**src/design/mrg_pkg.sv**
```systemverilog
// ----------------------------------------------------------------------------
// mrg_pkg
// Shared constants, types and coefficient tables of the multi-stream
// combined recursive generator.
// ----------------------------------------------------------------------------
`default_nettype none

package mrg_pkg;

    localparam int STREAMS    = 64;
    localparam int STRM_W     = (STREAMS > 1) ? $clog2(STREAMS) : 1;
    localparam int CNT_W      = $clog2(STREAMS + 1);
    localparam int STREAM_FW  = 6;
    localparam int COUNT_FW   = 7;
    localparam int CFG_IDX_W  = 1;
    localparam int FIFO_DEPTH = 2;

    typedef logic [31:0] t_word;

    localparam t_word MOD1 = 32'd4294967087;
    localparam t_word MOD2 = 32'd4294944443;
    // 2^32 minus each modulus, used to fold the upper bits back down.
    localparam logic [14:0] FOLD1 = 15'd209;
    localparam logic [14:0] FOLD2 = 15'd22853;

    localparam t_word A1 = 32'd1403580;
    localparam t_word B1 = 32'd810728;
    localparam t_word A2 = 32'd527612;
    localparam t_word B2 = 32'd1370589;

    localparam logic [CFG_IDX_W-1:0] REG_SEED  = 1'b0;
    localparam logic [CFG_IDX_W-1:0] REG_COUNT = 1'b1;

    localparam logic [1:0] ST_OK     = 2'd0;
    localparam logic [1:0] ST_REINIT = 2'd1;
    localparam logic [1:0] ST_RANGE  = 2'd2;
    localparam logic [1:0] ST_NOINIT = 2'd3;

    localparam logic [1:0] K_DRAW   = 2'd0;
    localparam logic [1:0] K_REINIT = 2'd1;
    localparam logic [1:0] K_RANGE  = 2'd2;
    localparam logic [1:0] K_NOINIT = 2'd3;

    typedef struct packed {
        logic [1:0]        kind;
        logic [STRM_W-1:0] stream;
        logic [CNT_W-1:0]  cnt;
    } t_cmd;

    // Jump-ahead matrices by 2^127 steps, selected by component, row, column.
    function automatic t_word jump_coef(input logic c, input logic [1:0] i,
                                        input logic [1:0] k);
        t_word v;
        v = '0;
        case ({c, i, k})
            5'b0_00_00: v = 32'd2427906178;
            5'b0_00_01: v = 32'd3580155704;
            5'b0_00_10: v = 32'd949770784;
            5'b0_01_00: v = 32'd226153695;
            5'b0_01_01: v = 32'd1230515664;
            5'b0_01_10: v = 32'd3580155704;
            5'b0_10_00: v = 32'd1988835001;
            5'b0_10_01: v = 32'd986791581;
            5'b0_10_10: v = 32'd1230515664;
            5'b1_00_00: v = 32'd1464411153;
            5'b1_00_01: v = 32'd277697599;
            5'b1_00_10: v = 32'd1610723613;
            5'b1_01_00: v = 32'd32183930;
            5'b1_01_01: v = 32'd1464411153;
            5'b1_01_10: v = 32'd1022607788;
            5'b1_10_00: v = 32'd2824425944;
            5'b1_10_01: v = 32'd32183930;
            5'b1_10_10: v = 32'd2093834863;
            default:    v = '0;
        endcase
        return v;
    endfunction

endpackage

`default_nettype wire

```
**src/design/mrg_front.sv**
```systemverilog
// ----------------------------------------------------------------------------
// mrg_front
// Accepts requests, tracks initialization and the active stream count,
// and classifies each request into a queue command.
// ----------------------------------------------------------------------------
`default_nettype none

module mrg_front import mrg_pkg::*; (
    input  wire logic                 i_clk,
    input  wire logic                 i_rst_n,
    input  wire logic                 i_valid,
    input  wire logic                 i_func,
    input  wire logic [STREAM_FW-1:0] i_stream,
    input  wire logic [COUNT_FW-1:0]  i_count,
    input  wire logic                 i_full,
    output logic                      o_ready,
    output logic                      o_push,
    output t_cmd                      o_cmd
);
    logic             r_init;
    logic [CNT_W-1:0] r_active;
    logic [CNT_W-1:0] n_cnt;

    assign o_ready = !i_full;
    assign o_push  = i_valid && !i_full;

    // The requested count saturates into one to the number of streams.
    always_comb begin
        if (i_count == '0) begin
            n_cnt = CNT_W'(1);
        end else if (32'(i_count) > STREAMS) begin
            n_cnt = CNT_W'(STREAMS);
        end else begin
            n_cnt = CNT_W'(i_count);
        end
    end

    always_comb begin
        o_cmd.stream = STRM_W'(i_stream);
        o_cmd.cnt    = n_cnt;
        if (i_func) begin
            o_cmd.kind = K_REINIT;
        end else if (!r_init) begin
            o_cmd.kind = K_NOINIT;
        end else if (32'(i_stream) >= 32'(r_active) || 32'(i_stream) >= STREAMS) begin
            o_cmd.kind = K_RANGE;
        end else begin
            o_cmd.kind = K_DRAW;
        end
    end

    always_ff @(posedge i_clk) begin
        if (!i_rst_n) begin
            r_init   <= 1'b0;
            r_active <= '0;
        end else if (o_push && i_func) begin
            r_init   <= 1'b1;
            r_active <= n_cnt;
        end
    end

endmodule

`default_nettype wire

```
**config.mk**
```make
export PLATFORM = sky130hd
export DESIGN_NAME = mrg_front
export DESIGN_NICKNAME = d
export VERILOG_FILES = /design/src/design/mrg_pkg.sv /design/src/design/mrg_front.sv
export SDC_FILE = /design/constraint.sdc
export NUM_CORES = 1
export LEC_CHECK = 0
export BUFFER_PORTS_ARGS = -buffer_cell sky130_fd_sc_hd__buf_2
export CAP_MARGIN = 20
export CORE_UTILIZATION = 37
export DETAILED_ROUTE_END_ITERATION = 16
export HOLD_SLACK_MARGIN = 0.12
export PLACE_DENSITY = 0.78
export REMOVE_ABC_BUFFERS = 1
export SYNTH_ARGS = -nofsm -noshare
export SYNTH_HDL_FRONTEND = slang
export SYNTH_SLANG_ARGS = --single-unit
```
**constraint.sdc**
```tcl
create_clock -name i_clk -period 1.3 [get_ports i_clk]
set_input_delay 0.13 -clock i_clk [delete_from_list [all_inputs] [get_ports i_clk]]
set_output_delay 0.13 -clock i_clk [all_outputs]
set_load 0.005 [all_outputs]
```
## After elaboration in Yosys (flattened, before gate mapping)

Index checks and enable logic that the tools add are counted.

- Register bits after elaboration: 8
- Latch bits: 0
- RAM bits: 0
- Memory bits (read-only): 0
- Bits of input ports: 18
- Output and inout bits: 17
- Logic and storage cells: 13
- Memories kept: 0

- Add/sub/neg operators: 0
- $mul: 0
- Div/mod/pow operators: 0
- Order comparisons: 2
- Eq/ne operators: 0
- Shifts and indexed selects: 0
- Muxes and demuxes: 5
- Bitwise operators: 0
- Reduce and logical (&&, ||, !) cells: 4

Operators with widths:

| kind | number |
|---|---|
| 7-bit 2-to-1 mux | 2 |
| 6-bit by 7-bit >= comparator with 1-bit output | 1 |
| 7-bit > comparator, second input constant | 1 |
| 7-bit logical NOT | 1 |
| 2-bit 2-to-1 mux | 3 |
| 1-bit logical AND | 2 |
| 1-bit logical NOT | 1 |

## Depth between registers and ports, before layout

Gate-level depths: netlist (run 1).

- Word-level depth: 4
- Gate-level depth with buffers: 6
- Gate-level depth less buffers: 6

## Least setup slack after synthesis (run 1)

No wires, ideal clock.

- Kind: flip-flop to output port
- From: register r_active[4]
- To: output o_cmd[14] (netlist name)
- Arrival time: 1.142 ns
- Data required time: 1.170 ns
- Setup slack: 0.028 ns
- Cell stages (with the launch flop): 7
- Path buffers: 0
- Path through: dfxtp_1 inv_1 ha_1 a21o_1 a21oi_1 o21ai_0 o21ba_1

RTL lines:

| item | line | RTL |
|---|---|---|
| start, declared | mrg_front.sv:21 | `logic [CNT_W-1:0] r_active;` |
| start signal, assigned | mrg_front.sv:58 | `r_active <= n_cnt;` |
| end, declared | mrg_front.sv:18 | `output t_cmd o_cmd` |

==> results of run 1 <==
-- cells by family (layout without fill, tap and decap cells) --
| family | after synthesis | count (layout) | synth area share [%] |
|---|---|---|---|
| fa+ha+maj | 6 | 6 | 12.8 |
| buf+inv | 16 | 45 | 15.4 |
| flops | 8 | 8 | 27.4 |
| compound gates | 14 | 14 | 15.8 |
| simple gates | 30 | 30 | 28.5 |
-- what timing repair did --
action	in CTS	in global routing
pin swaps	3	2
endpoints found under the setup margin	1	1
resized for setup	5	5
-- routing by layer --
metal | GRT usage, % | vias to the layer above | routed length (um)
li1 | - | 292 | -
met1 | 17.2 | 233 | 578
met2 | 23.1 | 29 | 564
met3 | 2.61 | 4 | 81
met4 | 7.74 | 0 | 23
met5 | 0 | - | 0
-- how the worst max path moves through the flow --
stage	to	slack (ns)	cells past startpoint
after floorplan	o_cmd[14]	0.03	6
after global placement	o_cmd[14]	-0.11	7
after detailed placement	o_cmd[14]	-0.15	7
after CTS	o_cmd[14]	-0.30	7
after global routing	o_cmd[14]	-0.35	7
final	o_cmd[14]	-0.30	7
-- worst max-delay path, stage by stage (launching register included) --
cell and delay, ns:
dfxtp_2 0.33, inv_2 0.04, ha_4 0.21, a21o_1 0.16, a21oi_2 0.13, o21ai_1 0.06, o21ba_1 0.17, buf_2 0.12
-- metrics by stage --
| step | utilization (%) | instance area, um^2 | setup TNS (ns) | instances | hold WS (ns) |
|---|---|---|---|---|---|
| 2_1_floorplan | - | 524 | 0 | 66 | 0.235 |
| 3_3_place_gp | 51.6 | 713 | -0.112 | 115 | 0.382 |
| 3_5_place_dp | 51.6 | 713 | -0.154 | 115 | 0.390 |
| 4_1_cts | 54.5 | 753 | -0.302 | 118 | 0.129 |
| 5_1_grt | 56.0 | 774 | -0.347 | 118 | 0.155 |
| 6_report | 56.0 | 774 | -0.296 | 118 | 0.127 |
-- Yosys cell counts, drive strengths merged --
master | n | area share (%)
nor2 | 4 | 2.6
a21oi | 10 | 9.2
ha | 6 | 13
o41ai | 1 | 2.8
inv | 8 | 5.1
and2b | 5 | 7.5
a21o | 1 | 1.3
clkbuf | 1 | 0.64
buf | 7 | 9.6
nand4b | 1 | 1.5
nand3 | 2 | 1.7
nand2b | 2 | 2.1
nor2b | 1 | 2.4
o21ba | 1 | 1.7
dfxtp | 8 | 27
nand2 | 13 | 8.4
and2 | 1 | 1.5
o21ai | 1 | 0.86
nor3 | 1 | 0.86
-- cell type report --
class                      instances  area, um^2
tap                               15        18.8
clock buffer                       3        22.5
timing repair buffer              34         170
multi-input combinational         50         370
sequential                         8         163
fill                             137         608
inverter                           8        30.0
-- power groups by stage --
stage / Sequential (uW) / Clock, uW / Combinational, uW
after floorplan: 260 / 0 / 61.2
after global placement: 260 / 0 / 128
after detailed placement: 260 / 0 / 133
after CTS: 256 / 191 / 139
after global routing: 257 / 192 / 162
final: 256 / 186 / 147
-- cell usage in the layout, fill, tap and decap left out --
cell,netlist,layout
buf_2,0,34
nand2_1,13,13
inv_1,8,7
a21oi_1,9,6
dfxtp_1,8,6
and2b_2,5,5
ha_1,6,5
nor2_1,4,4
a21oi_2,1,4
clkbuf_4,0,3
dfxtp_2,0,2
nor3_1,1,1
nand2b_1,2,1
nor2b_4,1,1
inv_2,0,1
a21o_1,1,1
o21ai_1,0,1
nand2b_4,0,1
nand3_2,0,1
nand4b_1,1,1
o21ba_1,1,1
and2_4,1,1
nand3_1,2,1
o41ai_2,1,1
ha_4,0,1
-- flip-flops by register name (all words and copies together), names as in the netlist --
name / count
r_active: 7
r_init: 1
==> summary.md, run 1 <==
| Metric | Value |
|---|---|
| YS warnings | `0` |
| Wire per inst | `10.6 um` |
| Syn-to-layout area delta | `32.5%` |
| Clock transition at path regs | `0.05 ns` |
| Worst skew pair latency | `0.25 ns` |
| Crit path kind | `register to output pin` |
| H-tree depth | `1` |
| Clock Tree Buf Depth | `2` |
| Final Max Slew Viols | `0` |
| FF-to-FF path depth | `2` |
| Layout Nets | `~130` |
| Core footprint | `~1400 um^2` |
| Final min period | `around 1.6 ns` |
| # IOs | `35` |
| 1st-iter DRT viols | `4` |
| Combinational power share | `24.9%` |
| CTS Root Cell | `clkbuf_4` |
| Diodes inserted | `0` |
| Pre-antenna DRT Iters | `2` |
| Die X | `roughly 42 um` |
| Setup crit start kind | `register` |
| Worst slew margin | `between 80% and 90%` |
| R2r endpoint | `r_active[6]$_SDFFE_PN0P_` |
| Initial antenna violation count | `0` |
| Post-Route WL | `approximately 1200 um` |
| Hold crit path type | `input pin to register` |
| Vias per inst | `4.73` |
| Setup Buffers After CTS | `0` |
| Clock power share | `a little under a third` |
| Worst hold start | `i_rst_n` |
| Critical path required time | `about 1.2 ns` |
| PwrDens | `between 700 and 800 nW/um^2` |
| Total chip power | `slightly below 600 uW` |
| Die H | `41.7 um` |
| Psw | `between 150 and 200 uW` |
| RR Startpoint | `r_active[6]$_SDFFE_PN0P_` |
| Detailed placement HPWL | `982 um` |
| Arrival time at the worst endpoint | `about 1.5 ns` |
| Initial Util | `42.3%` |
| Max-Cap Viols | `0` |
| Worst Setup SP | `r_active[4]$_SDFFE_PN0P_` |
| Final hold vios | `0` |
| Hold Path Sink | `r_active[0]$_SDFFE_PN0P_` |
| Crit-path max FO | `2` |
| Gate count of the mapped netlist | `74` |
| Total Routing Usage GR | `around 14%` |
| Setup slack after layout | `-0.296 ns` |
| Die area | `between 1500 and 2000 um^2` |
| Netlist Area Pre-Place | `just under 600 um^2` |
| Register bit total from synthesis | `8` |
| Worst-Margin Slew | `approximately 0.29 ns` |
| Max frequency | `about 630 MHz` |
| VDD IR max | `457 uV` |
| Sequential element share of the synthesized area | `~27%` |
| Distinct cells, synth | `21` |
| Gpl congestion | `0.723` |
| Largest net degree at the start of global routing | `10` |
| Clock sinks | `8` |
| TritonCTS Buffers | `3` |
| Switch share | `between 20% and 30%` |
| Setup violators final | `1` |
| Vias | `roughly 560` |
| Buffers on Ports | `34` |
| Leak | `0.000380 uW` |
| Vias in the first global route | `just under 500` |
| Placement Setup Slack | `-0.154 ns` |
| Final worst path period share | `123%` |
| DRT antenna net count | `0` |
| Unrepaired setup endpoints after global routing | `yes` |
| Violated checks | `setup timing` |
| Post-CTS Hold Fix Bufs | `0` |
| Remaining DRCs | `0` |
| Worst reg2reg setup slack | `0.70 ns` |
| Status | `finished, violations left` |
| Cell row count | `13` |
| Seq pwr share | `around 44%` |
| CP Capture Type | `output pin` |
| GRT overflow | `0` |
| Share of post-route cells with drive strength above 1 | `a little over half` |
| CTS tree | `built` |
| Post-synthesis area per instance | `just under 8 um^2` |
| Hold path depth | `3` |
| P_int | `~430 uW` |
| First-pass GRT wire length | `around 1900 um` |
| Layout Skew | `0 ns` |
Power figures use the tool's default switching activity.
==> inputs of run 2 (changes only) <==
Settings changed: CORE_UTILIZATION 37 to 41, PLACE_DENSITY 0.78 to 0.81.
Clock period 1.3 ns to 1.6 ns, I/O delays scaled along.
==> run 2 against run 1 <==
Compared with the run above: the run still ends with setup timing left; power down 20%; non-clock buffer count increased by 1; critical path depth unchanged; flip-flop and latch count unchanged; cell area decreased by 0.81%; clock power is 18% lower; count of clock-buffer cells in the layout did not move; global-route usage up 3.4 points; first-iteration DRC count up 50%; register-to-register slack improved by 0.22 ns; hold slack gained 0.028 ns; critical endpoint unchanged; highest routed layer unchanged.
==> summary.md, run 2 (synthesis results as in run 1) <==
| Metric | Value |
|---|---|
| Final worst path period share | `102%` |
| CTS tree | `built` |
| Diodes inserted | `0 (unchanged)` |
| Top Registers | `r_active: 7 flops, r_init: 1 flops` |
| Post-Place Cells | `115 (unchanged)` |
| Cell row count | `13 (unchanged)` |
| Total chip power | `473 uW (-20%)` |
| GRT overflow | `0 (unchanged)` |
| Buffers on Ports | `34 (unchanged)` |
| Syn-to-layout area delta | `31.5%` |
| Largest Register | `r_active` |
| Most frequent cells in the layout | `buf_2, nand2_1, inv_1, dfxtp_1, a21oi_1` |
| Leak | `0.000378 uW (-0.65%)` |
| Post-Layout Cell Count | `119 (+0.85%)` |
| # IOs | `35 (unchanged)` |
| Wire per inst | `9.87 um (-6.6%)` |
| TritonCTS Buffers | `3 (unchanged)` |
| Critical Path, Cell by Cell | `inv_2 > ha_4 > a21o_1 > a21oi_2 > o21ai_1 > o21ba_1 > buf_2` |
| Max FFs per register | `7 (unchanged)` |
| H-tree depth | `1 (unchanged)` |
| Setup violators final | `1 (unchanged)` |
| 1st-iter DRT viols | `6 (+2)` |
| Commonest non-fill, non-tap cell in the layout | `buf_2` |
| Share of post-route cells with drive strength above 1 | `51.0% (-2.4 points)` |
| Highest routing layer actually used | `met4` |
| Vias | `556 (-0.36%)` |
| Pre-antenna DRT Iters | `4 (+2)` |
| Max incr delay on CP | `0.33 ns (about the same)` |
| Die H | `39.8 um (-4.8%)` |
| Die X | `39.8 um (-4.8%)` |
| Vias in the first global route | `522 (+8.1%)` |
| DR WL met3 | `72 um (-11%)` |
| First-pass GRT wire length | `1780 um (-7.9%)` |
| Worst slew margin | `82.0% (+1.2 points)` |
| Post-CTS Hold Fix Bufs | `0 (unchanged)` |
| Hold crit path type | `input pin to register` |
| Post-Route WL | `1180 um (-5.8%)` |
| Layout Skew | `0 ns (unchanged)` |
| Final hold vios | `0 (unchanged)` |
| Max frequency | `roughly 610 MHz` |
| Detailed placement HPWL | `946 um (-3.6%)` |
| Worst skew pair latency | `0.25 ns (about the same)` |
| Layout Nets | `130 (+0.78%)` |
| DRT antenna net count | `0 (unchanged)` |
| Core footprint | `1320 um^2 (-4.7%)` |
| Clock Tree Buf Depth | `2 (unchanged)` |
| Critical-path top delay cell | `dfxtp_2` |
| Critical path required time | `1.44 ns (+0.27 ns)` |
| Clock sinks | `8 (unchanged)` |
| Initial Util | `44.3% (+2.1 points)` |
| PwrDens | `616 nW/um^2 (-19%)` |
| Arrival time at the worst endpoint | `1.48 ns (about the same)` |
| Unrepaired setup endpoints after global routing | `yes` |
| Fin util | `58.3% (+2.3 points)` |
| Vias per inst | `4.67 (-1.2%)` |
| Violated checks | `setup timing` |
| M1 WL | `554 um (-4.2%)` |
| Status | `finished, violations left` |
| Clock transition at path regs | `0.05 ns (about the same)` |
| Remaining DRCs | `0 (unchanged)` |
| Crit path kind | `register to output pin` |
| Met2 Wirelength | `540 um (-4.3%)` |
| Max-Cap Viols | `0 (unchanged)` |
| VDD IR max | `312 uV (-32%)` |
| Setup crit start kind | `register` |
| CTS Root Cell | `clkbuf_4` |
| Die area | `1580 um^2 (-9.3%)` |
| Final min period | `1.64 ns` |
| CP Capture Type | `output pin` |
| Worst-Margin Slew | `0.269 ns (-0.0183 ns)` |
| Total Routing Usage GR | `17.5% (+3.4 points)` |
| Gpl congestion | `0.736 (+1.8%)` |
| Crit-path max FO | `2 (unchanged)` |
| Initial antenna violation count | `0 (unchanged)` |
| Largest net degree at the start of global routing | `10 (unchanged)` |
| Final Max Slew Viols | `0 (unchanged)` |
| Setup slack after layout | `-0.0380 ns (+0.258 ns)` |
==> run 2: changes by cell type in the layout (fill, tap and decap cells not counted) <==
cell,before,now
buf_4,0,1
nand2b_4,1,0
nand2b_1,1,2
dfxtp_1,6,7
dfxtp_2,2,1
nand3_2,1,0
nand3_1,1,2
==> run 2: what timing repair did <==
item | CTS | global route
pin swaps | 3 | 2
gates resized for setup | 6 | 1
hold endpoints to repair | 0 | 0
setup buffers | 0 | 1
endpoints found under the setup margin | 1 | 1
==> run 2: worst paths after layout <==
kind / cells after the start / slack (ns) / start / to
setup / recovery: 7 / -0.04 / r_active[4]$_SDFFE_PN0P_ / o_cmd[14]
hold / removal: 3 / 0.15 / i_rst_n / r_active[0]$_SDFFE_PN0P_
setup reg to reg: 3 / 0.92 / r_active[4]$_SDFFE_PN0P_ / r_active[4]$_SDFFE_PN0P_
hold reg to reg: 2 / 0.46 / r_active[3]$_SDFFE_PN0P_ / r_active[3]$_SDFFE_PN0P_
==> run 2: cell type report <==
| type | instances | area (um^2) |
|---|---|---|
| Fill cell | 123 | 549 |
| Multi-Input combinational cell | 50 | 358 |
| Timing Repair Buffer | 35 | 178 |
| Sequential cell | 8 | 161 |
| Inverter | 8 | 30.0 |
| Clock buffer | 3 | 22.5 |
| Tap cell | 15 | 18.8 |
==> run 2: where the power goes <==
part / switching, uW / total [uW] / internal [uW] / leakage (uW)
Clock: 65.9 / 152 / 85.6 / 0.0000138
Combinational: 54.0 / 114 / 59.9 / 0.000298
Sequential: 3.07 / 208 / 205 / 0.0000653
==> run 2: routing by layer <==
metal	track usage, %	up-vias
met4	12.9	0
li1	-	295
met3	3.41	2
met5	0	-
met1	18.4	234
met2	30.3	25
==> run 2: stage by stage <==
step	setup TNS [ns]	hold WS, ns	setup WS (ns)	instance area [um^2]
after floorplan	0	0.265	0.298	524
after global routing	-0.116	0.169	-0.116	768
after CTS	-0.0514	0.149	-0.0514	757
final	-0.0380	0.154	-0.0380	768
after detailed placement	0	0.418	0.0966	713
after global placement	0	0.413	0.156	713
==> run 2: critical path: cells and delay by family (launching register included) <==
kind	cells	cell delay [ns]
compound gates	4	0.53
flops	1	0.33
fa+ha+maj	1	0.21
buf+inv	2	0.16
