**src/design/mrg_pkg.sv**
```systemverilog
// ----------------------------------------------------------------------------
// mrg_pkg
// Shared constants, types and coefficient tables of the multi-stream
// combined recursive generator.
// ----------------------------------------------------------------------------
`default_nettype none

package mrg_pkg;

    localparam int STREAMS    = 64;
    localparam int STRM_W     = (STREAMS > 1) ? $clog2(STREAMS) : 1;
    localparam int CNT_W      = $clog2(STREAMS + 1);
    localparam int STREAM_FW  = 6;
    localparam int COUNT_FW   = 7;
    localparam int CFG_IDX_W  = 1;
    localparam int FIFO_DEPTH = 2;

    typedef logic [31:0] t_word;

    localparam t_word MOD1 = 32'd4294967087;
    localparam t_word MOD2 = 32'd4294944443;
    // 2^32 minus each modulus, used to fold the upper bits back down.
    localparam logic [14:0] FOLD1 = 15'd209;
    localparam logic [14:0] FOLD2 = 15'd22853;

    localparam t_word A1 = 32'd1403580;
    localparam t_word B1 = 32'd810728;
    localparam t_word A2 = 32'd527612;
    localparam t_word B2 = 32'd1370589;

    localparam logic [CFG_IDX_W-1:0] REG_SEED  = 1'b0;
    localparam logic [CFG_IDX_W-1:0] REG_COUNT = 1'b1;

    localparam logic [1:0] ST_OK     = 2'd0;
    localparam logic [1:0] ST_REINIT = 2'd1;
    localparam logic [1:0] ST_RANGE  = 2'd2;
    localparam logic [1:0] ST_NOINIT = 2'd3;

    localparam logic [1:0] K_DRAW   = 2'd0;
    localparam logic [1:0] K_REINIT = 2'd1;
    localparam logic [1:0] K_RANGE  = 2'd2;
    localparam logic [1:0] K_NOINIT = 2'd3;

    typedef struct packed {
        logic [1:0]        kind;
        logic [STRM_W-1:0] stream;
        logic [CNT_W-1:0]  cnt;
    } t_cmd;

    // Jump-ahead matrices by 2^127 steps, selected by component, row, column.
    function automatic t_word jump_coef(input logic c, input logic [1:0] i,
                                        input logic [1:0] k);
        t_word v;
        v = '0;
        case ({c, i, k})
            5'b0_00_00: v = 32'd2427906178;
            5'b0_00_01: v = 32'd3580155704;
            5'b0_00_10: v = 32'd949770784;
            5'b0_01_00: v = 32'd226153695;
            5'b0_01_01: v = 32'd1230515664;
            5'b0_01_10: v = 32'd3580155704;
            5'b0_10_00: v = 32'd1988835001;
            5'b0_10_01: v = 32'd986791581;
            5'b0_10_10: v = 32'd1230515664;
            5'b1_00_00: v = 32'd1464411153;
            5'b1_00_01: v = 32'd277697599;
            5'b1_00_10: v = 32'd1610723613;
            5'b1_01_00: v = 32'd32183930;
            5'b1_01_01: v = 32'd1464411153;
            5'b1_01_10: v = 32'd1022607788;
            5'b1_10_00: v = 32'd2824425944;
            5'b1_10_01: v = 32'd32183930;
            5'b1_10_10: v = 32'd2093834863;
            default:    v = '0;
        endcase
        return v;
    endfunction

endpackage

`default_nettype wire

```
**src/design/mrg_fifo.sv**
```systemverilog
// ----------------------------------------------------------------------------
// mrg_fifo
// Short command queue between the classifying front and the execution back.
// ----------------------------------------------------------------------------
`default_nettype none

module mrg_fifo import mrg_pkg::*; (
    input  wire logic i_clk,
    input  wire logic i_rst_n,
    input  wire logic i_push,
    input  t_cmd      i_din,
    output logic      o_full,
    input  wire logic i_pop,
    output t_cmd      o_dout,
    output logic      o_empty
);
    localparam int PTR_W = (FIFO_DEPTH > 1) ? $clog2(FIFO_DEPTH) : 1;
    localparam int FCW   = $clog2(FIFO_DEPTH + 1);

    t_cmd             r_buf [FIFO_DEPTH];
    logic [PTR_W-1:0] r_wp;
    logic [PTR_W-1:0] r_rp;
    logic [FCW-1:0]   r_fill;

    assign o_full  = (r_fill == FCW'(FIFO_DEPTH));
    assign o_empty = (r_fill == '0);
    assign o_dout  = r_buf[r_rp];

    always_ff @(posedge i_clk) begin
        if (i_push) begin
            r_buf[r_wp] <= i_din;
        end
    end

    always_ff @(posedge i_clk) begin
        if (!i_rst_n) begin
            r_wp   <= '0;
            r_rp   <= '0;
            r_fill <= '0;
        end else begin
            if (i_push) begin
                r_wp <= (r_wp == PTR_W'(FIFO_DEPTH - 1)) ? '0 : r_wp + 1'b1;
            end
            if (i_pop) begin
                r_rp <= (r_rp == PTR_W'(FIFO_DEPTH - 1)) ? '0 : r_rp + 1'b1;
            end
            if (i_push && !i_pop) begin
                r_fill <= r_fill + 1'b1;
            end else if (!i_push && i_pop) begin
                r_fill <= r_fill - 1'b1;
            end
        end
    end

    a_no_overflow: assert property (@(posedge i_clk) disable iff (!i_rst_n)
        i_push |-> (!o_full || i_pop))
        else $error("command pushed into a full queue");
    a_no_underflow: assert property (@(posedge i_clk) disable iff (!i_rst_n)
        i_pop |-> !o_empty)
        else $error("command popped from an empty queue");

endmodule

`default_nettype wire

```
**config.mk**
```make
export PLATFORM = sky130hd
export DESIGN_NAME = mrg_fifo
export DESIGN_NICKNAME = d
export VERILOG_FILES = /design/src/design/mrg_pkg.sv /design/src/design/mrg_fifo.sv
export SDC_FILE = /design/constraint.sdc
export NUM_CORES = 1
export LEC_CHECK = 0
export BUFFER_PORTS_ARGS = -buffer_cell sky130_fd_sc_hd__buf_4
export CORE_UTILIZATION = 50
export CTS_CLUSTER_DIAMETER = 150
export DETAILED_ROUTE_END_ITERATION = 10
export PLACE_DENSITY = 0.88
export SYNTH_ARGS = -nofsm -noshare
export SYNTH_HDL_FRONTEND = slang
export SYNTH_SLANG_ARGS = --single-unit
```
**constraint.sdc**
```tcl
create_clock -name i_clk -period 2.1 [get_ports i_clk]
set_clock_uncertainty 0.1 [all_clocks]
set_input_delay 0.21 -clock i_clk [delete_from_list [all_inputs] [get_ports i_clk]]
set_output_delay 0.21 -clock i_clk [all_outputs]
set_load 0.05 [all_outputs]
```
Word-level counts from Yosys, hierarchy flattened
Memories as Yosys holds them, arrays and structs flattened. A register that Yosys moved wholly into a read port is not among the register bits.
Index checks and enable logic that the tools add are counted.
{ "word_totals": {"regBits": 4, "ramBits": 30, "input_bits": 19, "out_inout_bits": 17, "wordCells": 23, "mem_count": 1} }
{ "memory_table": {"columns": ["name", "depth", "width", "read_ports", "rd_ports_with_merged_regs", "wr", "line", "source"], "rows": [
  ["r_buf", 2, 15, 1, 1, 1, "mrg_fifo.sv:20", "t_cmd r_buf [FIFO_DEPTH];"]
]} }
{ "classes": {"n_addsub": 4, "n_eq_ne": 1, "muxes": 8, "reduce_logical": 6} }
{ "ops": {"columns": ["operator", "count"], "rows": [
  ["$mux 1", 6],
  ["$mux 2", 2],
  ["$add 1x1->1 const B", 2],
  ["$add 2x1->2 const B", 1],
  ["$eq 2x2->1 const B", 1],
  ["$logic_and 1x1->1", 2],
  ["$logic_not 1->1", 2],
  ["$logic_not 2->1", 1],
  ["$reduce_bool 2->1", 1],
  ["$sub 2x1->2 const B", 1]
]} }

Logic depth before layout (Yosys ltp)
Gate-level depths: netlist (run 1).
{ "depth": {"word_depth": 4, "depth_mapped": 5, "ltp_nobuf": 5} }

Worst setup path before layout (run 1)
No wires, ideal clock.
{ "synth_path": {"kind": "register -> register", "startpoint": "register r_wp", "endpoint": "memory r_buf[0][0] in the netlist's numbering (enable)", "setup_time_ns": 0.390, "arrival_ns": 1.034, "t_required_ns": 1.610, "slack_ns": 0.576, "path_stages_with_launch": 2, "n_path_buf": 0, "period_less_slack_ns": 1.524, "path_cell_list": "dfxtp_1 > nor2b_1"} }
{ "synth_rtl": {"columns": ["item", "line", "source"], "rows": [
  ["from (decl)", "mrg_fifo.sv:21", "logic [PTR_W-1:0] r_wp;"],
  ["from (signal assigned)", "mrg_fifo.sv:42", "r_wp <= (r_wp == PTR_W'(FIFO_DEPTH - 1)) ? '0 : r_wp + 1'b1;"],
  ["to (decl)", "mrg_fifo.sv:20", null]
]} }
No word-level cell before the write port.

==> results.yml, run 1 <==
final_layout:
  drive_above_1_share: 0.461
  areaGrowthSynthToFinish_pct: 39.1
  antenna_cells: 0
  final_cells: 158
  finish.net_count: 147
clock_tree:
  cts_tree: "built"
  cts_setup_buffers: 0
  h-tree-depth: 2
  clk_latency_ns: 0.31
  cts_resized: 0
  cts_root_buffer: "clkbuf_4"
  cts_hold_buf: 15
  cts_buffers: 5
  cts.path.max_buffers: 2
  clk_pin_slew_ns: 0.09
  clkSinkCount: 35
placement:
  gp_congestion: 0.595
  dpl.cell_count: 135
  place_hpwl_um: 1400
  pre_cts_slack_ns: 0.468
  port_buffers: 35
floorplan:
  initial_core_util: 0.525
  die-area_um2: 2810
  design.core.area_um2: 2480
  num_rows: 18
  num_io_pins: 36
  die_y_um: 53.0
  fp.dieW_um: 53.0
yosys:
  ys.flop_type: "edfxtp_1"
  synthArstFlopShare: 0
  syn_avg_cell_area_um2: 18.9
  synth_top_cell_by_area: "edfxtp_1"
  synth_most_common_cell: "edfxtp_1"
  synth_commonest_cells: "edfxtp_1 (30), mux2_2 (15), dfxtp_1 (5)"
  synth_cell_types: 17
  yosysWarnings: 0
  synth_edf_count: 30
  synthTopCellsByArea: "edfxtp_1 (69%), mux2_2 (13%), dfxtp_1 (7.7%)"
  netlist.area_leader.share: 0.692
  netlist_area_um2: 1300
  ys_ff_latch: 35
  seq_area_frac_synth: 0.769
  synth_nets: 89
  synth_cells: 69
timing:
  hold_viol: 0
  final.period_utilization: 0.935
  tightest_slew_ns: 0.671
  grt_setup_unrepaired: "no"
  setup_viol: 0
  final.setup.worst_slack_ns: 0.136
  final.min_clock_period_ns: 1.96
  timing.hold.ws_ns: 0.0229
  finalMaxSlewViolations: 0
  finalSetupTns_ns: 0
  slew_headroom: 0.553
  fmax_mhz: 509
pwr:
  ir_drop_mv: 0.707
  pwr_density_cell_nw_per_um2: 815
  leakagePower_nw: 0.709
global_routing:
  grt_pass1_vias: 730
  grt_max_degree: 16
  grtUsageTotal: 0.164
  antenna_found_initial: 0
  overflow: 0
  grt_pass1_wl_um: 3020
drt:
  dr.pass1.iters: 2
  avgRoutedWirePerCell_um: 13.0
  drc: 0
  via_per_inst: 4.77
  ant_nets: 0
  first_iter_violations: 8
  num_vias: 754
  drt_wl_total_um: 2050
setup_path:
  arrival_ns: 1.65
  crit_path_start_kind: "flop"
  crit_required_ns: 1.79
  cp_max_fo: 9
  crit_type: "flop to output port"
  end_kind: "output port"
  reg2reg_from: "r_wp"
hold_path:
  hp-start: "i_rst_n"
  hp-class: "input port to flop"
status:
  outcome: "completed"
job:
  drv_cap: 0
[per-layer routing]
layer | up-vias | part of all wire | global-route usage
li1 | 372 | - | -
met1 | 349 | 0.41 | 0.176
met2 | 30 | 0.51 | 0.274
met3 | 3 | 0.072 | 0.0776
met4 | 0 | 0.012 | 0.0658
met5 | - | 0 | 0
[power breakdown]
group	internal, mW	switching (mW)	leakage (nW)	total [mW]
logic	0.139	0.197	0.359	0.337
clock network	0.133	0.187	0.0265	0.320
registers	0.798	0.0211	0.323	0.819
total	1.07	0.405	0.709	1.48
[registers in the layout, indices dropped and copies added (netlist names), named ones only]
register and cells:
r_rp 1, r_wp 1, r_buf 30, r_fill 2
[metrics by stage]
| stage | utilization | power, mW | area (um^2) |
|---|---|---|---|
| 2_1_floorplan | - | 1.05 | 1300 |
| 6_report | 0.731 | 1.48 | 1810 |
| 3_3_place_gp | 0.651 | 1.14 | 1610 |
| 4_1_cts | 0.731 | 1.49 | 1810 |
| 5_1_grt | 0.731 | 1.54 | 1810 |
| 3_5_place_dp | 0.651 | 1.15 | 1610 |
[worst max-delay path, stage by stage (launching register included)]
cell and delay (ns):
dfxtp_1 0.56, buf_4 0.24, mux2_2 0.35, buf_4 0.19
[final timing paths]
kind                        to  slack [ns]  depth (start not counted)
hold / removal            flop        0.02                          2
hold reg to reg      r_fill[1]        0.43                          2
setup reg to reg  r_buf[1][11]        0.74                          1
setup / recovery     o_dout[7]        0.14                          3
[cells in the final DEF, fill, tap and decap left out]
master and instances:
clkbuf_1 3, xnor2_1 1, mux2_2 15, buf_4 38
nor2_1 1, and2_1 4, and2b_2 1, clkbuf_4 5
or3_1 1, a21boi_1 1, o21ai_0 1, edfxtp_1 30
dlygate4sd3_1 15, dfxtp_1 5, nor2b_1 2, o21a_1 1
ha_1 1, inv_1 1, xor2_1 2
[cells by family (layout without fill, tap and decap cells)]
group                      count (synthesis)  count (layout)  share of synthesized area
DFF                                       35              35                      0.769
muxes                                     15              15                      0.130
and+or+nand+nor                            9               9                     0.0433
AOI/OAI and AO/OA                          3               3                     0.0154
xor gates and xnor gates                   3               3                     0.0202
buffers and inverters                      3              62                     0.0125
adders and majority gates                  1               1                    0.00961
[final cells by class]
class,instances,area [um^2]
multi-input cells,31,284
flip-flops and latches,35,1000
clock buffers,8,48.8
repair buffers,53,435
fillers,164,667
well taps,30,37.5
inverters,1,3.75
Note: power is estimated with default switching activity, not from simulation.
==> run 2, diff against run 1 <==
- CORE_ASPECT_RATIO: unset -> 1.75
- CORE_UTILIZATION: 50 -> 37
- PLACE_DENSITY: 0.88 -> 0.71
- SETUP_SLACK_MARGIN: unset -> 0.3
==> results.yml, run 2 (synthesis results as in run 1) <==
status:
  outcome: "completed"
clock_tree:
  clk_pin_slew_ns: 0.06
  cts_buffers: 5
  cts_tree: "built"
  cts_root_buffer: "clkbuf_8"
  cts.path.max_buffers: 2
  clk_latency_ns: 0.28
  h-tree-depth: 2
  clkSinkCount: 35
setup_path:
  cp_max_fo: 8
  end_kind: "output port"
  crit_required_ns: 1.79
  crit_type: "flop to output port"
  crit_path_start_kind: "flop"
  arrival_ns: 1.41
global_routing:
  grt_pass1_wl_um: 3130
  antenna_found_initial: 0
  grt_pass1_vias: 758
  grt_max_degree: 16
  overflow: 0
  grtUsageTotal: 0.125
drt:
  first_iter_violations: 25
  avgRoutedWirePerCell_um: 12.8
  ant_nets: 0
  drc: 0
  drt_wl_total_um: 2040
  via_per_inst: 4.55
  dr.pass1.iters: 4
  num_vias: 724
hold_path:
  hp-class: "input port to flop"
final_layout:
  seqCellArea_um2: 1000
  fillers: 309
  finish.utilization: 0.516
  finish.net_count: 133
  antenna_cells: 0
  mostFrequentLayoutCell: "buf_4"
  largest_register_ffs: 30
  multiInputGateArea_um2: 284
  top_register: "r_buf"
  areaGrowthSynthToFinish_pct: 33.3
  final_cell_mix: "buf_4 (38), edfxtp_1 (30), mux2_2 (15)"
  final_cells: 159
  drive_above_1_share: 0.535
  top_regs: "r_buf x30, r_fill x2"
  stdcell_area_um2: 1730
timing:
  slew_headroom: 0.528
  setup_viol: 0
  final.setup.worst_slack_ns: 0.375
  final.min_clock_period_ns: 1.72
  timing.hold.ws_ns: 0.0118
  finalSetupTns_ns: 0
  hold_viol: 0
  finalMaxSlewViolations: 0
  tightest_slew_ns: 0.708
  grt_setup_unrepaired: "no"
  final.period_utilization: 0.821
  fmax_mhz: 580
floorplan:
  num_io_pins: 36
  fp.dieW_um: 46.8
  die_y_um: 80.5
  design.core.area_um2: 3360
  num_rows: 28
  initial_core_util: 0.387
  die-area_um2: 3770
job:
  drv_cap: 0
placement:
  dpl_cell_area_um2: 1630
  port_buffers: 35
  gp_congestion: 0.617
  dpl.cell_count: 150
  pre_cts_slack_ns: 0.496
pwr:
  pwr_density_cell_nw_per_um2: 928
  ir_drop_mv: 0.821
  power.total_mw: 1.61
  leakagePower_nw: 0.671
-- run 2: changes by cell type in the layout (fill, tap and decap cells not counted) --
cell,before,now
dlygate4sd3_1,15,1
clkbuf_8,0,6
clkbuf_4,5,0
clkbuf_1,3,1
clkinv_1,0,1
dfxtp_1,5,4
dfxtp_4,0,1
-- run 2: what timing repair did --
item	CTS	global route
buffers inserted	0	0
setup endpoints to repair	8	8
hold buffers	0	1
endpoints found under the hold margin	0	2
resized for setup	1	1
-- run 2: cell type report --
class | count | area share
Clock buffer | 7 | 0.0498
Clock inverter | 1 | 0.00216
Inverter | 1 | 0.00216
Multi-Input combinational cell | 31 | 0.164
Sequential cell | 35 | 0.579
Tap cell | 45 | 0.0325
Timing Repair Buffer | 39 | 0.170
-- run 2: report_power, final --
group | leakage, nW | switching, mW | internal (mW) | total (mW)
clock network | 0.0459 | 0.210 | 0.262 | 0.472
registers | 0.324 | 0.0196 | 0.800 | 0.820
logic | 0.301 | 0.194 | 0.123 | 0.317
total | 0.671 | 0.424 | 1.18 | 1.61
-- run 2: worst max-delay path, stage by stage, from the launching register on --
cell,delay [ns]
dfxtp_4,0.40
buf_4,0.19
mux2_2,0.35
buf_4,0.19
-- run 2: final timing paths --
check / start / to / slack, ns / depth (start not counted)
worst max-delay path: flop / o_dout[10] / 0.38 / 3
worst min register to register: r_fill[1] / r_fill[1] / 0.42 / 2
worst min-delay path: i_din[9] / r_buf[0][9] / 0.01 / 1
worst max register to register: r_wp / r_buf[1][2] / 0.66 / 1
-- run 2: metal layers --
layer | GRT usage | wire length [um] | up-vias
met5 | 0 | 0 | -
li1 | - | - | 343
met1 | 0.117 | 716 | 349
met2 | 0.210 | 1170 | 27
met3 | 0.0517 | 106 | 5
met4 | 0.0771 | 46 | 0
==> run 3, diff against run 2 <==
- clock period: 2.1 -> 1.7 ns (I/O delays scaled with it)
==> results.yml, run 3 (synthesis results as in run 1) <==
status:
  outcome: "completed"
drt:
  via_per_inst: 4.47
  num_vias: 786
  dr.pass1.iters: 4
  first_iter_violations: 22
  drc: 0
  ant_nets: 0
  drt_wl_total_um: 2460
  avgRoutedWirePerCell_um: 13.9
timing:
  tightest_slew_ns: 0.260
  final.setup.worst_slack_ns: 0.186
  hold_viol: 0
  final.min_clock_period_ns: 1.51
  final.period_utilization: 0.891
  finalMaxSlewViolations: 0
  slew_headroom: 0.827
  grt_setup_unrepaired: "yes"
  fmax_mhz: 660
  setup_viol: 0
  finalSetupTns_ns: 0
pwr:
  leakagePower_nw: 0.846
  ir_drop_mv: 0.700
  pwr_density_cell_nw_per_um2: 1030
final_layout:
  mostFrequentLayoutCell: "edfxtp_1"
  largest_register_ffs: 30
  stdcell_area_um2: 2080
  top_register: "r_buf"
  drive_above_1_share: 0.511
  finish.utilization: 0.618
  antenna_cells: 0
  areaGrowthSynthToFinish_pct: 59.8
  finish.net_count: 150
  top_regs: "r_buf x30, r_fill x2"
  final_cell_mix: "edfxtp_1 (30), buf_4 (23), mux2_4 (15), dlygate4sd3_1 (15), buf_8 (15)"
floorplan:
  initial_core_util: 0.387
  design.core.area_um2: 3360
  die-area_um2: 3770
  num_rows: 28
  fp.dieW_um: 46.8
  num_io_pins: 36
  die_y_um: 80.5
global_routing:
  use_met2: 0.251
  use_met1: 0.159
  overflow: 0
  grtUsageTotal: 0.152
  grtUsageMet3: 0.0584
  antenna_found_initial: 0
  grt_pass1_vias: 829
  grt_max_degree: 12
  grt.busiest_layer: "met2"
  grt_pass1_wl_um: 3820
placement:
  place_hpwl_um: 1580
  gp_congestion: 0.708
  port_buffers: 35
  dpl_cell_area_um2: 1650
  pre_cts_slack_ns: 0.394
setup_path:
  end_kind: "output port"
  cp_max_fo: 5
  crit_path_start_kind: "flop"
  crit_type: "flop to output port"
  arrival_ns: 1.24
  crit_required_ns: 1.43
clock_tree:
  cts_setup_buffers: 0
  cts.path.max_buffers: 2
  clkSinkCount: 35
  cts_tree: "built"
  clk_pin_slew_ns: 0.06
  clk_latency_ns: 0.28
  h-tree-depth: 2
  cts_buffers: 5
  cts_root_buffer: "clkbuf_8"
hold_path:
  hp-class: "input port to flop"
job:
  drv_cap: 0
run 3: cell count changes in the layout (fill, tap and decap cells not counted), moves of 2 or more:
| cell | previous run | this run |
|---|---|---|
| buf_4 | 38 | 23 |
| buf_6 | 0 | 3 |
| buf_8 | 0 | 15 |
| dfxtp_2 | 0 | 2 |
| dlygate4sd3_1 | 1 | 15 |
| mux2_2 | 15 | 0 |
| mux2_4 | 0 | 15 |
run 3: what timing repair did:
| item | 4_1_cts | 5_1_grt |
|---|---|---|
| endpoints found under the hold margin | 30 | 0 |
| setup endpoints to repair | 15 | 16 |
| resized for setup | 50 | 1 |
| hold buffers | 15 | 0 |
| cloned | 1 | 0 |
run 3: path summary, 6_finish.rpt:
| path | from | endpoint | slack (ns) | depth (start not counted) |
|---|---|---|---|---|
| setup / recovery | flop | o_dout[4] | 0.19 | 3 |
| hold / removal | i_rst_n | r_wp | 0.03 | 2 |
| setup reg to reg | r_wp | r_buf[1][0] | 0.41 | 2 |
| hold reg to reg | r_fill[1] | r_fill[1] | 0.45 | 2 |
run 3: worst max-delay path, stage by stage, from the launching register on:
cell	delay [ns]
dfxtp_2	0.36
buf_6	0.14
mux2_4	0.31
buf_8	0.15
run 3: layer usage:
metal	wire, um	up-vias
met5	0	-
met4	59	0
met3	138	7
met2	1380	30
met1	873	372
li1	-	377
run 3: cell type report:
| class | instances | area (um^2) |
|---|---|---|
| flip-flops and latches | 35 | 1000 |
| well taps | 45 | 56.3 |
| clock buffers | 7 | 86.3 |
| fillers | 271 | 1280 |
| clock inverters | 1 | 5.00 |
| repair buffers | 56 | 582 |
| inverters | 1 | 3.75 |
| multi-input cells | 31 | 343 |
run 3: power by group:
group	switching [mW]	leakage, nW	internal [mW]	total, mW
Sequential	0.0227	0.324	0.989	1.01
Combinational	0.275	0.475	0.258	0.533
Clock	0.265	0.0482	0.326	0.591
run 3: through the flow:
step,std cells,hold WS [ns],power [mW]
final,176,0.0271,2.14
after global routing,176,0.0256,2.21
after floorplan,69,0.169,1.29
after detailed placement,152,0.258,1.43
after global placement,152,0.256,1.42
after CTS,176,0.0213,2.15
